**config.mk**
```make
export PLATFORM = sky130hd
export DESIGN_NAME = firmware_slot_image_validator
export DESIGN_NICKNAME = d
export VERILOG_FILES = /design/src/hdl/fsv_pkg.sv /design/src/hdl/fsv_cfg_regs.sv /design/src/hdl/fsv_hdr_check.sv /design/src/hdl/firmware_slot_image_validator.sv
export SDC_FILE = /design/constraint.sdc
export NUM_CORES = 1
export LEC_CHECK = 0
export ABC_CLOCK_PERIOD_IN_PS = 5300
export CAP_MARGIN = 20
export CORE_MARGIN = 5
export CORE_UTILIZATION = 36
export DETAILED_ROUTE_END_ITERATION = 10
export DONT_BUFFER_PORTS = 1
export REMOVE_ABC_BUFFERS = 1
export SETUP_SLACK_MARGIN = 0.4
export SLEW_MARGIN = 20
export SYNTH_ARGS = -nofsm -noshare
export SYNTH_HDL_FRONTEND = slang
export SYNTH_HIERARCHICAL = 1
export SYNTH_SLANG_ARGS = --single-unit
```
**constraint.sdc**
```tcl
create_clock -name clk_i -period 5.3 [get_ports clk_i]
set_input_delay 0.53 -clock clk_i [delete_from_list [all_inputs] [get_ports clk_i]]
set_output_delay 0.53 -clock clk_i [all_outputs]
set_load 0.01 [all_outputs]
```
**src/hdl/fsv_pkg.sv**
```systemverilog
// Shared types, constants and the CRC-32 byte fold for the slot image validator.
// No dependencies.
package fsv_pkg;

  localparam int unsigned CfgIdxW = 3;

  // configuration register indexes
  localparam logic [CfgIdxW-1:0] CFG_MAGIC       = 3'd0;
  localparam logic [CfgIdxW-1:0] CFG_MAX_VERSION = 3'd1;
  localparam logic [CfgIdxW-1:0] CFG_COMMIT_MASK = 3'd2;
  localparam logic [CfgIdxW-1:0] CFG_MAX_SIZE    = 3'd3;
  localparam logic [CfgIdxW-1:0] CFG_SLOT_COUNT  = 3'd4;

  // result status codes
  localparam logic [2:0] ST_OK          = 3'd0;
  localparam logic [2:0] ST_SLOT        = 3'd1;
  localparam logic [2:0] ST_FAULT       = 3'd2;
  localparam logic [2:0] ST_MAGIC       = 3'd3;
  localparam logic [2:0] ST_VERSION     = 3'd4;
  localparam logic [2:0] ST_UNCOMMITTED = 3'd5;
  localparam logic [2:0] ST_SIZE        = 3'd6;
  localparam logic [2:0] ST_CRC         = 3'd7;

  localparam logic       OP_HEADER = 1'b0;
  localparam logic       OP_BYTE   = 1'b1;

  localparam logic [31:0] CRC_POLY = 32'hEDB8_8320;
  localparam logic [31:0] CRC_ONES = 32'hFFFF_FFFF;

  localparam logic [31:0] MAGIC_RST       = 32'd0;
  localparam logic [7:0]  MAX_VERSION_RST = 8'd1;
  localparam logic [7:0]  COMMIT_MASK_RST = 8'd1;
  localparam logic [23:0] MAX_SIZE_RST    = 24'd120832;
  localparam logic [7:0]  SLOT_COUNT_RST  = 8'd1;

  typedef struct packed {
    logic        operation;
    logic        header_only;
    logic [7:0]  slot_number;
    logic [31:0] header_magic;
    logic [7:0]  header_version;
    logic [7:0]  header_flags;
    logic [23:0] image_length;
    logic [31:0] stored_crc;
    logic [7:0]  image_byte;
    logic        transfer_fault;
  } in_item_t;

  typedef struct packed {
    logic [2:0]  status;
    logic [31:0] computed_crc;
  } out_item_t;

  typedef struct packed {
    logic [31:0] magic_value;
    logic [7:0]  max_header_version;
    logic [7:0]  committed_mask;
    logic [23:0] max_image_size;
    logic [7:0]  slot_count;
  } cfg_t;

  // reflected CRC-32, one byte, eight shift steps
  function automatic logic [31:0] crc_fold_byte(input logic [31:0] crc_in,
                                                input logic [7:0]  data);
    logic [31:0] c;
    c = crc_in ^ {24'd0, data};
    for (int k = 0; k < 8; k++) begin
      c = (c >> 1) ^ (CRC_POLY & {32{c[0]}});
    end
    return c;
  endfunction

endpackage

```
**src/hdl/fsv_cfg_regs.sv**
```systemverilog
// Configuration register file for the slot image validator.
// Depends on fsv_pkg.
module fsv_cfg_regs (
  input  logic                       clk_i,
  input  logic                       rst_ni,
  input  logic                       cfg_we_i,
  input  logic [fsv_pkg::CfgIdxW-1:0] cfg_idx_i,
  input  logic [31:0]                cfg_wdata_i,
  output fsv_pkg::cfg_t              cfg_o
);

  fsv_pkg::cfg_t cfg_q, cfg_d;

  always_comb begin
    cfg_d = cfg_q;
    if (cfg_we_i) begin
      case (cfg_idx_i)
        fsv_pkg::CFG_MAGIC:       cfg_d.magic_value        = cfg_wdata_i;
        fsv_pkg::CFG_MAX_VERSION: cfg_d.max_header_version = cfg_wdata_i[7:0];
        fsv_pkg::CFG_COMMIT_MASK: cfg_d.committed_mask     = cfg_wdata_i[7:0];
        fsv_pkg::CFG_MAX_SIZE:    cfg_d.max_image_size     = cfg_wdata_i[23:0];
        fsv_pkg::CFG_SLOT_COUNT:  cfg_d.slot_count         = cfg_wdata_i[7:0];
        default:                  cfg_d = cfg_q;
      endcase
    end
  end

  always_ff @(posedge clk_i or negedge rst_ni) begin
    if (!rst_ni) begin
      cfg_q.magic_value        <= fsv_pkg::MAGIC_RST;
      cfg_q.max_header_version <= fsv_pkg::MAX_VERSION_RST;
      cfg_q.committed_mask     <= fsv_pkg::COMMIT_MASK_RST;
      cfg_q.max_image_size     <= fsv_pkg::MAX_SIZE_RST;
      cfg_q.slot_count         <= fsv_pkg::SLOT_COUNT_RST;
    end else begin
      cfg_q <= cfg_d;
    end
  end

  assign cfg_o = cfg_q;

endmodule

```
**src/hdl/fsv_hdr_check.sv**
```systemverilog
// Header field checks in priority order; gives the first failing status.
// Depends on fsv_pkg.
module fsv_hdr_check #(
  parameter int unsigned SIZE_BITS = 24
) (
  input  fsv_pkg::cfg_t     cfg_i,
  input  fsv_pkg::in_item_t item_i,
  output logic              pass_o,
  output logic [2:0]        status_o
);

  logic len_too_wide;

  // lengths that do not fit the byte counter
  assign len_too_wide = (SIZE_BITS < 24) ? |(item_i.image_length >> SIZE_BITS) : 1'b0;

  always_comb begin
    pass_o   = 1'b0;
    status_o = fsv_pkg::ST_OK;
    if (item_i.slot_number >= cfg_i.slot_count) begin
      status_o = fsv_pkg::ST_SLOT;
    end else if (item_i.transfer_fault) begin
      status_o = fsv_pkg::ST_FAULT;
    end else if (item_i.header_magic != cfg_i.magic_value) begin
      status_o = fsv_pkg::ST_MAGIC;
    end else if (item_i.header_version > cfg_i.max_header_version) begin
      status_o = fsv_pkg::ST_VERSION;
    end else if ((item_i.header_flags & cfg_i.committed_mask) == 8'd0) begin
      status_o = fsv_pkg::ST_UNCOMMITTED;
    end else if (item_i.image_length == 24'd0 ||
                 item_i.image_length > cfg_i.max_image_size || len_too_wide) begin
      status_o = fsv_pkg::ST_SIZE;
    end else begin
      pass_o = 1'b1;
    end
  end

endmodule

```
**src/hdl/firmware_slot_image_validator.sv**
```systemverilog
// Firmware slot image validator: a header item is checked against the configured
// limits and either reports at once or opens a CRC-32 check over the image bytes
// that follow. Throughput is one item per clock when the output is not stalled; a
// result passes the input register and then the result register, with the
// combinational header compare and the eight-step CRC byte fold between them.
// Output back-pressure stalls the pipe, items that give no result included.
// Depends on fsv_pkg, fsv_cfg_regs and fsv_hdr_check.
module firmware_slot_image_validator #(
  parameter int unsigned SIZE_BITS = 24
) (
  input  logic                        clk_i,
  input  logic                        rst_ni,
  input  logic                        cfg_we_i,
  input  logic [fsv_pkg::CfgIdxW-1:0] cfg_idx_i,
  input  logic [31:0]                 cfg_wdata_i,
  input  logic                        in_valid_i,
  output logic                        in_ready_o,
  input  fsv_pkg::in_item_t           in_item_i,
  output logic                        out_valid_o,
  input  logic                        out_ready_i,
  output fsv_pkg::out_item_t          out_item_o
);

  localparam int unsigned ExtW = (SIZE_BITS > 24) ? SIZE_BITS : 24;

  fsv_pkg::cfg_t      cfg;
  fsv_pkg::in_item_t  item_q;
  fsv_pkg::out_item_t res, out_q;
  logic               in_vld_q, out_vld_q;
  logic               adv, emit;
  logic               hdr_pass;
  logic [2:0]         hdr_status;

  logic                 checking_q, checking_d;
  logic [31:0]          crc_q, crc_d, exp_q, exp_d;
  logic [SIZE_BITS-1:0] left_q, left_d;
  logic [31:0]          crc_new;
  logic [SIZE_BITS-1:0] left_new;
  logic [ExtW-1:0]      len_ext;

  fsv_cfg_regs u_cfg (
    .clk_i      (clk_i),
    .rst_ni     (rst_ni),
    .cfg_we_i   (cfg_we_i),
    .cfg_idx_i  (cfg_idx_i),
    .cfg_wdata_i(cfg_wdata_i),
    .cfg_o      (cfg)
  );

  fsv_hdr_check #(.SIZE_BITS(SIZE_BITS)) u_hdr (
    .cfg_i   (cfg),
    .item_i  (item_q),
    .pass_o  (hdr_pass),
    .status_o(hdr_status)
  );

  assign adv        = in_vld_q && (!out_vld_q || out_ready_i);
  assign in_ready_o = !in_vld_q || adv;

  assign len_ext  = ExtW'(item_q.image_length);
  assign crc_new  = fsv_pkg::crc_fold_byte(crc_q, item_q.image_byte);
  assign left_new = left_q - SIZE_BITS'(1);

  always_comb begin
    checking_d       = checking_q;
    crc_d            = crc_q;
    exp_d            = exp_q;
    left_d           = left_q;
    emit             = 1'b0;
    res.status       = fsv_pkg::ST_OK;
    res.computed_crc = 32'd0;
    if (item_q.operation == fsv_pkg::OP_HEADER) begin
      // a header always restarts the check
      checking_d = 1'b0;
      crc_d      = fsv_pkg::CRC_ONES;
      left_d     = '0;
      emit       = 1'b1;
      res.status = hdr_status;
      if (hdr_pass && !item_q.header_only) begin
        emit       = 1'b0;
        checking_d = 1'b1;
        left_d     = len_ext[SIZE_BITS-1:0];
        exp_d      = item_q.stored_crc;
      end
    end else if (checking_q) begin
      if (item_q.transfer_fault) begin
        // faulting byte is not folded in
        checking_d       = 1'b0;
        left_d           = '0;
        emit             = 1'b1;
        res.status       = fsv_pkg::ST_FAULT;
        res.computed_crc = crc_q ^ fsv_pkg::CRC_ONES;
      end else begin
        crc_d  = crc_new;
        left_d = left_new;
        if (left_new == '0) begin
          checking_d       = 1'b0;
          crc_d            = fsv_pkg::CRC_ONES;
          emit             = 1'b1;
          res.computed_crc = crc_new ^ fsv_pkg::CRC_ONES;
          res.status       = ((crc_new ^ fsv_pkg::CRC_ONES) == exp_q) ?
                             fsv_pkg::ST_OK : fsv_pkg::ST_CRC;
        end
      end
    end
  end

  always_ff @(posedge clk_i or negedge rst_ni) begin
    if (!rst_ni) begin
      in_vld_q   <= 1'b0;
      out_vld_q  <= 1'b0;
      checking_q <= 1'b0;
      crc_q      <= fsv_pkg::CRC_ONES;
      exp_q      <= 32'd0;
      left_q     <= '0;
    end else begin
      if (in_ready_o) begin
        in_vld_q <= in_valid_i;
      end
      if (adv) begin
        checking_q <= checking_d;
        crc_q      <= crc_d;
        exp_q      <= exp_d;
        left_q     <= left_d;
      end
      if (adv && emit) begin
        out_vld_q <= 1'b1;
      end else if (out_ready_i) begin
        out_vld_q <= 1'b0;
      end
    end
  end

  always_ff @(posedge clk_i) begin
    if (in_ready_o && in_valid_i) begin
      item_q <= in_item_i;
    end
    if (adv && emit) begin
      out_q <= res;
    end
  end

  assign out_valid_o = out_vld_q;
  assign out_item_o  = out_q;

endmodule

```
==> Word level (Yosys, flattened, before mapping) <==
Cells that the tools add are included.
{ "word_totals": {"in_bits": 163, "output_inout_bits": 37, "ff_bits": 329, "elab_cells": 109} }
{ "op_classes": {"n_reduce_logical": 24, "addsub": 1, "n_eq_ne": 8, "muxes": 37, "bitwise": 13, "order_cmp": 3} }
{ "op_table": {"columns": ["cell", "count"], "rows": [
  ["$xor 31x32->32", 8],
  ["$mux 32", 4],
  ["$mux 35", 3],
  ["$mux 24", 4],
  ["$not 32->32", 2],
  ["$logic_not 24->1", 2],
  ["$eq 32x32->1", 1],
  ["$ne 32x32->1", 1],
  ["$xor 32x8->32", 1],
  ["$gt 24x24->1", 1],
  ["$mux 3", 8],
  ["$sub 24x1->24 const B", 1],
  ["$mux 1", 18],
  ["$reduce_and 2->1", 7],
  ["$and 8x8->8", 1],
  ["$ge 8x8->1", 1],
  ["$gt 8x8->1", 1],
  ["$logic_not 8->1", 1],
  ["$eq 3x2->1 const B", 2],
  ["$reduce_and 3->1", 2],
  ["$logic_and 1x1->1", 4],
  ["$eq 3x1->1 const B", 1],
  ["$eq 3x3->1 const B", 1],
  ["$logic_not 1->1", 3],
  ["6 further kinds", 8]
]} }

==> Logic depth before layout (Yosys ltp) <==
{ "logic_depth": {"ltp_word": 16, "ltp_mapped": 13, "ltp_nobuf": 11} }

==> Hierarchy <==
The synthesis kept the hierarchy.
{ "modules_own_cells": {"columns": ["mod", "n_inst", "seq_area_each_um2", "cells_each", "area_each_um2"], "rows": [
  ["firmware_slot_image_validator", 1, 7061.8, 829, 11255.8],
  ["fsv_cfg_regs", 1, 2011.9, 173, 3042.9],
  ["fsv_hdr_check", 1, 0.0, 210, 1535.2]
]} }

==> Least setup slack after synthesis <==
OpenSTA, ideal clock, no wires.
{ "synth_path": {"path_type": "register -> register", "startpoint": "register left_q[0]", "endpoint": "register out_q, in the netlist out_item_o[0] (enable)", "t_arrival_ns": 4.703, "path_slack_ns": 0.127, "path_stages_with_launch": 11, "required_ns": 4.829, "synth_period_minus_slack_ns": 5.173, "n_path_buf": 1, "setup_time_ns": 0.471, "path_cell_list": "dfrtp_1 > inv_1 > ha_1 > or3b_1 > clkbuf_1 > nor3_1 > xnor2_1 > nand3_1 > nor4_1 > nor2_1 > nor3_1"} }
{ "synth_between": {"elab_chain_len": 7} }
{ "synth_lines": {"columns": ["item", "line_no", "rtl"], "rows": [
  ["start, declared", "firmware_slot_image_validator.sv:36", "logic [SIZE_BITS-1:0] left_q, left_d;"],
  ["start signal, assigned", "firmware_slot_image_validator.sv:124", "left_q <= left_d;"],
  ["$sub 24x1->24", "firmware_slot_image_validator.sv:62", "assign left_new = left_q - SIZE_BITS'(1);"],
  ["$logic_not 24->1", "firmware_slot_image_validator.sv:96", "if (left_new == '0) begin"],
  ["$mux 1", "firmware_slot_image_validator.sv:96", null],
  ["$mux 1", "firmware_slot_image_validator.sv:86", "if (item_q.transfer_fault) begin"],
  ["$mux 1", "firmware_slot_image_validator.sv:85", "end else if (checking_q) begin"],
  ["$mux 1", "firmware_slot_image_validator.sv:72", "if (item_q.operation == fsv_pkg::OP_HEADER) begin"],
  ["$logic_and 1x1->1", "firmware_slot_image_validator.sv:138", "if (adv && emit) begin"],
  ["end signal, assigned", "firmware_slot_image_validator.sv:139", "out_q <= res;"],
  ["end, declared", "firmware_slot_image_validator.sv:28", "fsv_pkg::out_item_t res, out_q;"]
]} }
No other way between the ends.
A chain may end at the register's enable or synchronous reset.

==> Worst setup path in the final report <==
{ "layout_path": {"startpoint": "register left_q[1]", "endpoint": "register out_q, in the netlist out_item_o[13], data pin"} }
{ "layout_between": {"elab_chain_len": 4} }
{ "layout_lines": {"columns": ["item", "line_no"], "rows": [
  ["$sub 24x1->24", "firmware_slot_image_validator.sv:62"],
  ["$logic_not 24->1", "firmware_slot_image_validator.sv:96"],
  ["$mux 35", "firmware_slot_image_validator.sv:96"],
  ["$mux 35", "firmware_slot_image_validator.sv:86"]
]} }
No other way between the ends.

==> metrics.cfg <==
[status]
status=complete, but fails checks
failed_checks=negative hold slack

[global_route]
grt_pass1_vias=9746
grt_pass1_wl_um=58300
grt_max_degree=172
grt_antenna_before_repair=15
grt_usage_pct=15.5
overflow=0

[timing]
fin_crit_sh_pct=71.8
slew_violations=0
rsz0062_at_grt=false
hold_viol=16
period_minus_slack_ns=3.80
tns_ns=0
tightest_slew_ns=1.05
whs_ns=-0.0199
timing.final.ws_setup_ns=1.50
fmax_mhz=263
clock_skew_ns=0.0237
relSlewSlack_pct=30.3
report.final.setup_viol=0

[detailed_routing]
drtAntennaViolNets=0
remaining_drc_errors=0
first_iter_violations=621
vias=9564
first_pass_iters=5
routedWlPerCell_um=20.3
wirelength_um=37300
vias_per_cell=5.20

[clocking]
cts_made_buffers=37
root_buffer=clkbuf_16
cts.clk_slew.worst_paths_ns=0.06
post_cts_resized=0
worstSkewPairLatency_ns=0.55
htree_levels=2
clockBufferDepth=3
cts.sinks=329
tritoncts=built

[synth]
yosysMostFrequentCell=edfxtp_1
synthesis.area_um2=15800
synth_edf_count=158
postSynthCellCount=1212
synth_top_cells_by_count=edfxtp_1 (158), dfrtp_1 (131), mux2_2 (110)
avgSynthCellArea_um2=13.1
synthTopCellsByArea=edfxtp_1 (30%), dfrtp_1 (21%), mux2_2 (7.8%), dfstp_2 (6.6%), xnor2_1 (5.0%)
yosysSeqAreaShare_pct=57.3
synth_warnings=6
yosysTopAreaCell=edfxtp_1
synth_cell_type_count=84
async_flop_share_pct=52.0
synth-main-ff-cell=edfxtp_1
synth-seq-cells=329
yosysTopAreaCellShare_pct=30.0

[critical_path]
cp_top_family=simple AND/OR/NAND/NOR gates
critPathSlowestCell=nor3_1
crit_chain=inv_1, ha_1, or3b_1, nor3_1, xnor2_1, o2111ai_1, or4_4, nor3_4, buf_4, or2b_1, a21oi_1
crit_type=reg2reg
cp.arrival_ns=4.17
cp_num_buf_inv=2
worstPathRequired_ns=5.67
critPathCaptureType=flip-flop
critical_path.max_stage_delay_ns=0.59
start_kind=flip-flop
rr_worst_depth=11
cp.depth=11
crit_path_max_fanout=33

[floorplanning]
die-area_um2=48300
row_count=76
core_area_um2=43300
die_y_um=220
die_x_um=220
start_util_pct=36.6
io_pins=200

[power_and_ir_drop]
pwr_density_cell_nw_per_um2=384
power.total_mw=6.77
p_leak_nw=6.74
ir_drop_uv=274

[cells_and_area]
area_growth_syn_to_layout_pct=11.4
final_nets=1426
drive_above_1_share_pct=21.0

[min_path]
hp-class=in2async

[placed_design]
pre_cts_ws_ns=1.50
dpl.hpwl_um=26200
portBuffers=0
place.gp.congestion=0.838

[job]
maxCapViolations=0

==> flip-flops by register name, summed over array words and instances (netlist names) <==
name         count
in_vld_q         1
u_cfg/cfg_o     80
out_valid_o      1
exp_q           32
checking_q       1
out_item_o      35
crc_q           32
len_ext         24
item_q          99
left_q          24
==> routing by layer <==
layer	vias up	GRT usage (%)	share of wire, %
li1	4442	-	-
met5	-	0	0.33
met4	20	3.93	2.0
met1	4721	20.5	43
met2	312	24.6	46
met3	69	5.43	8.3
==> worst paths after layout <==
path,from,endpoint,slack [ns]
setup / recovery,left_q[1]$_DFFE_PN0P_,out_item_o[13]$_SDFFCE_PN0P_,1.50
hold / removal,rst_ni,u_cfg/cfg_o[64]$_DFFE_PN0P_,-0.02
setup reg to reg,left_q[1]$_DFFE_PN0P_,out_item_o[13]$_SDFFCE_PN0P_,1.50
hold reg to reg,item_q[37]$_DFFE_PP_,exp_q[28]$_DFFE_PN0P_,0.47
max in group asynchronous,rst_ni,in_vld_q$_DFFE_PN0N_,4.50
min in group clk_i,in_item_i[51],len_ext[10]$_DFFE_PP_,0.07
==> logic make-up (layout without fill, tap and decap cells) <==
family / after synthesis / in the layout / synth area share, %
multiplexers: 115 / 115 / 8.15
buffers and inverters: 99 / 137 / 2.77
adder cells (fa/ha/maj): 42 / 42 / 3.32
XOR/XNOR: 142 / 142 / 10.6
flip-flops: 329 / 329 / 57.3
other: 0 / 5 / 0
AO/OA/AOI/OAI: 220 / 220 / 8.46
AND/OR/NAND/NOR: 265 / 265 / 9.43
==> layout by cell type, fill, tap and decap left out, drive strengths merged, types with 4 or more instances in the layout <==
cell type,n
buf,14
a211oi,5
nor4,19
nand4b,4
a21oi,94
dfstp,40
nand2b,23
o21ai,57
xor2,27
inv,56
a32oi,6
and3,4
mux2,112
nor2,84
o22a,9
nor2b,24
nor3,20
xnor3,10
and2,4
clkinv,16
diode,5
or3,5
nand3,10
ha,42
nand4,23
clkbuf,48
nand2,27
edfxtp,158
dfrtp,131
a22oi,20
xnor2,102
==> worst reg2reg max path, stage by stage, from the launching register on <==
cell and delay, ns:
dfrtp_1 0.41, inv_1 0.12, ha_1 0.25, or3b_1 0.51, nor3_1 0.59, xnor2_1 0.21
o2111ai_1 0.14, or4_4 0.46, nor3_4 0.12, buf_4 0.42, or2b_1 0.28, a21oi_1 0.14
==> power breakdown <==
| group | internal, mW | total [mW] | switching, mW |
|---|---|---|---|
| combinational | 0.530 | 1.22 | 0.689 |
| sequential | 2.95 | 3.15 | 0.191 |
| clock | 1.38 | 2.41 | 1.03 |
| total | 4.86 | 6.77 | 1.91 |
==> layout make-up <==
type | instances | area, um2
fillers | 4071 | 25600
well taps | 585 | 732
clock inverters | 20 | 151
multi-input cells | 784 | 6350
diodes | 5 | 12.5
clock buffers | 48 | 987
inverters | 55 | 206
flip-flops and latches | 329 | 9070
repair buffers | 14 | 125
==> what timing repair did <==
item	in CTS	in global routing
hold buffers	1	0
setup endpoints to repair	0	0
endpoints found under the hold margin	171	0
buffers inserted	0	0
==> per-stage QoR <==
step	utilization (%)	area, um2	std cells
floorplan	-	15600	1168
global placement	38.0	16500	1766
detailed placement	38.0	16500	1766
CTS	40.7	17600	1835
global route	40.8	17600	1837
finish	40.8	17600	1840
No activity file was read; power rests on OpenSTA's default activity.
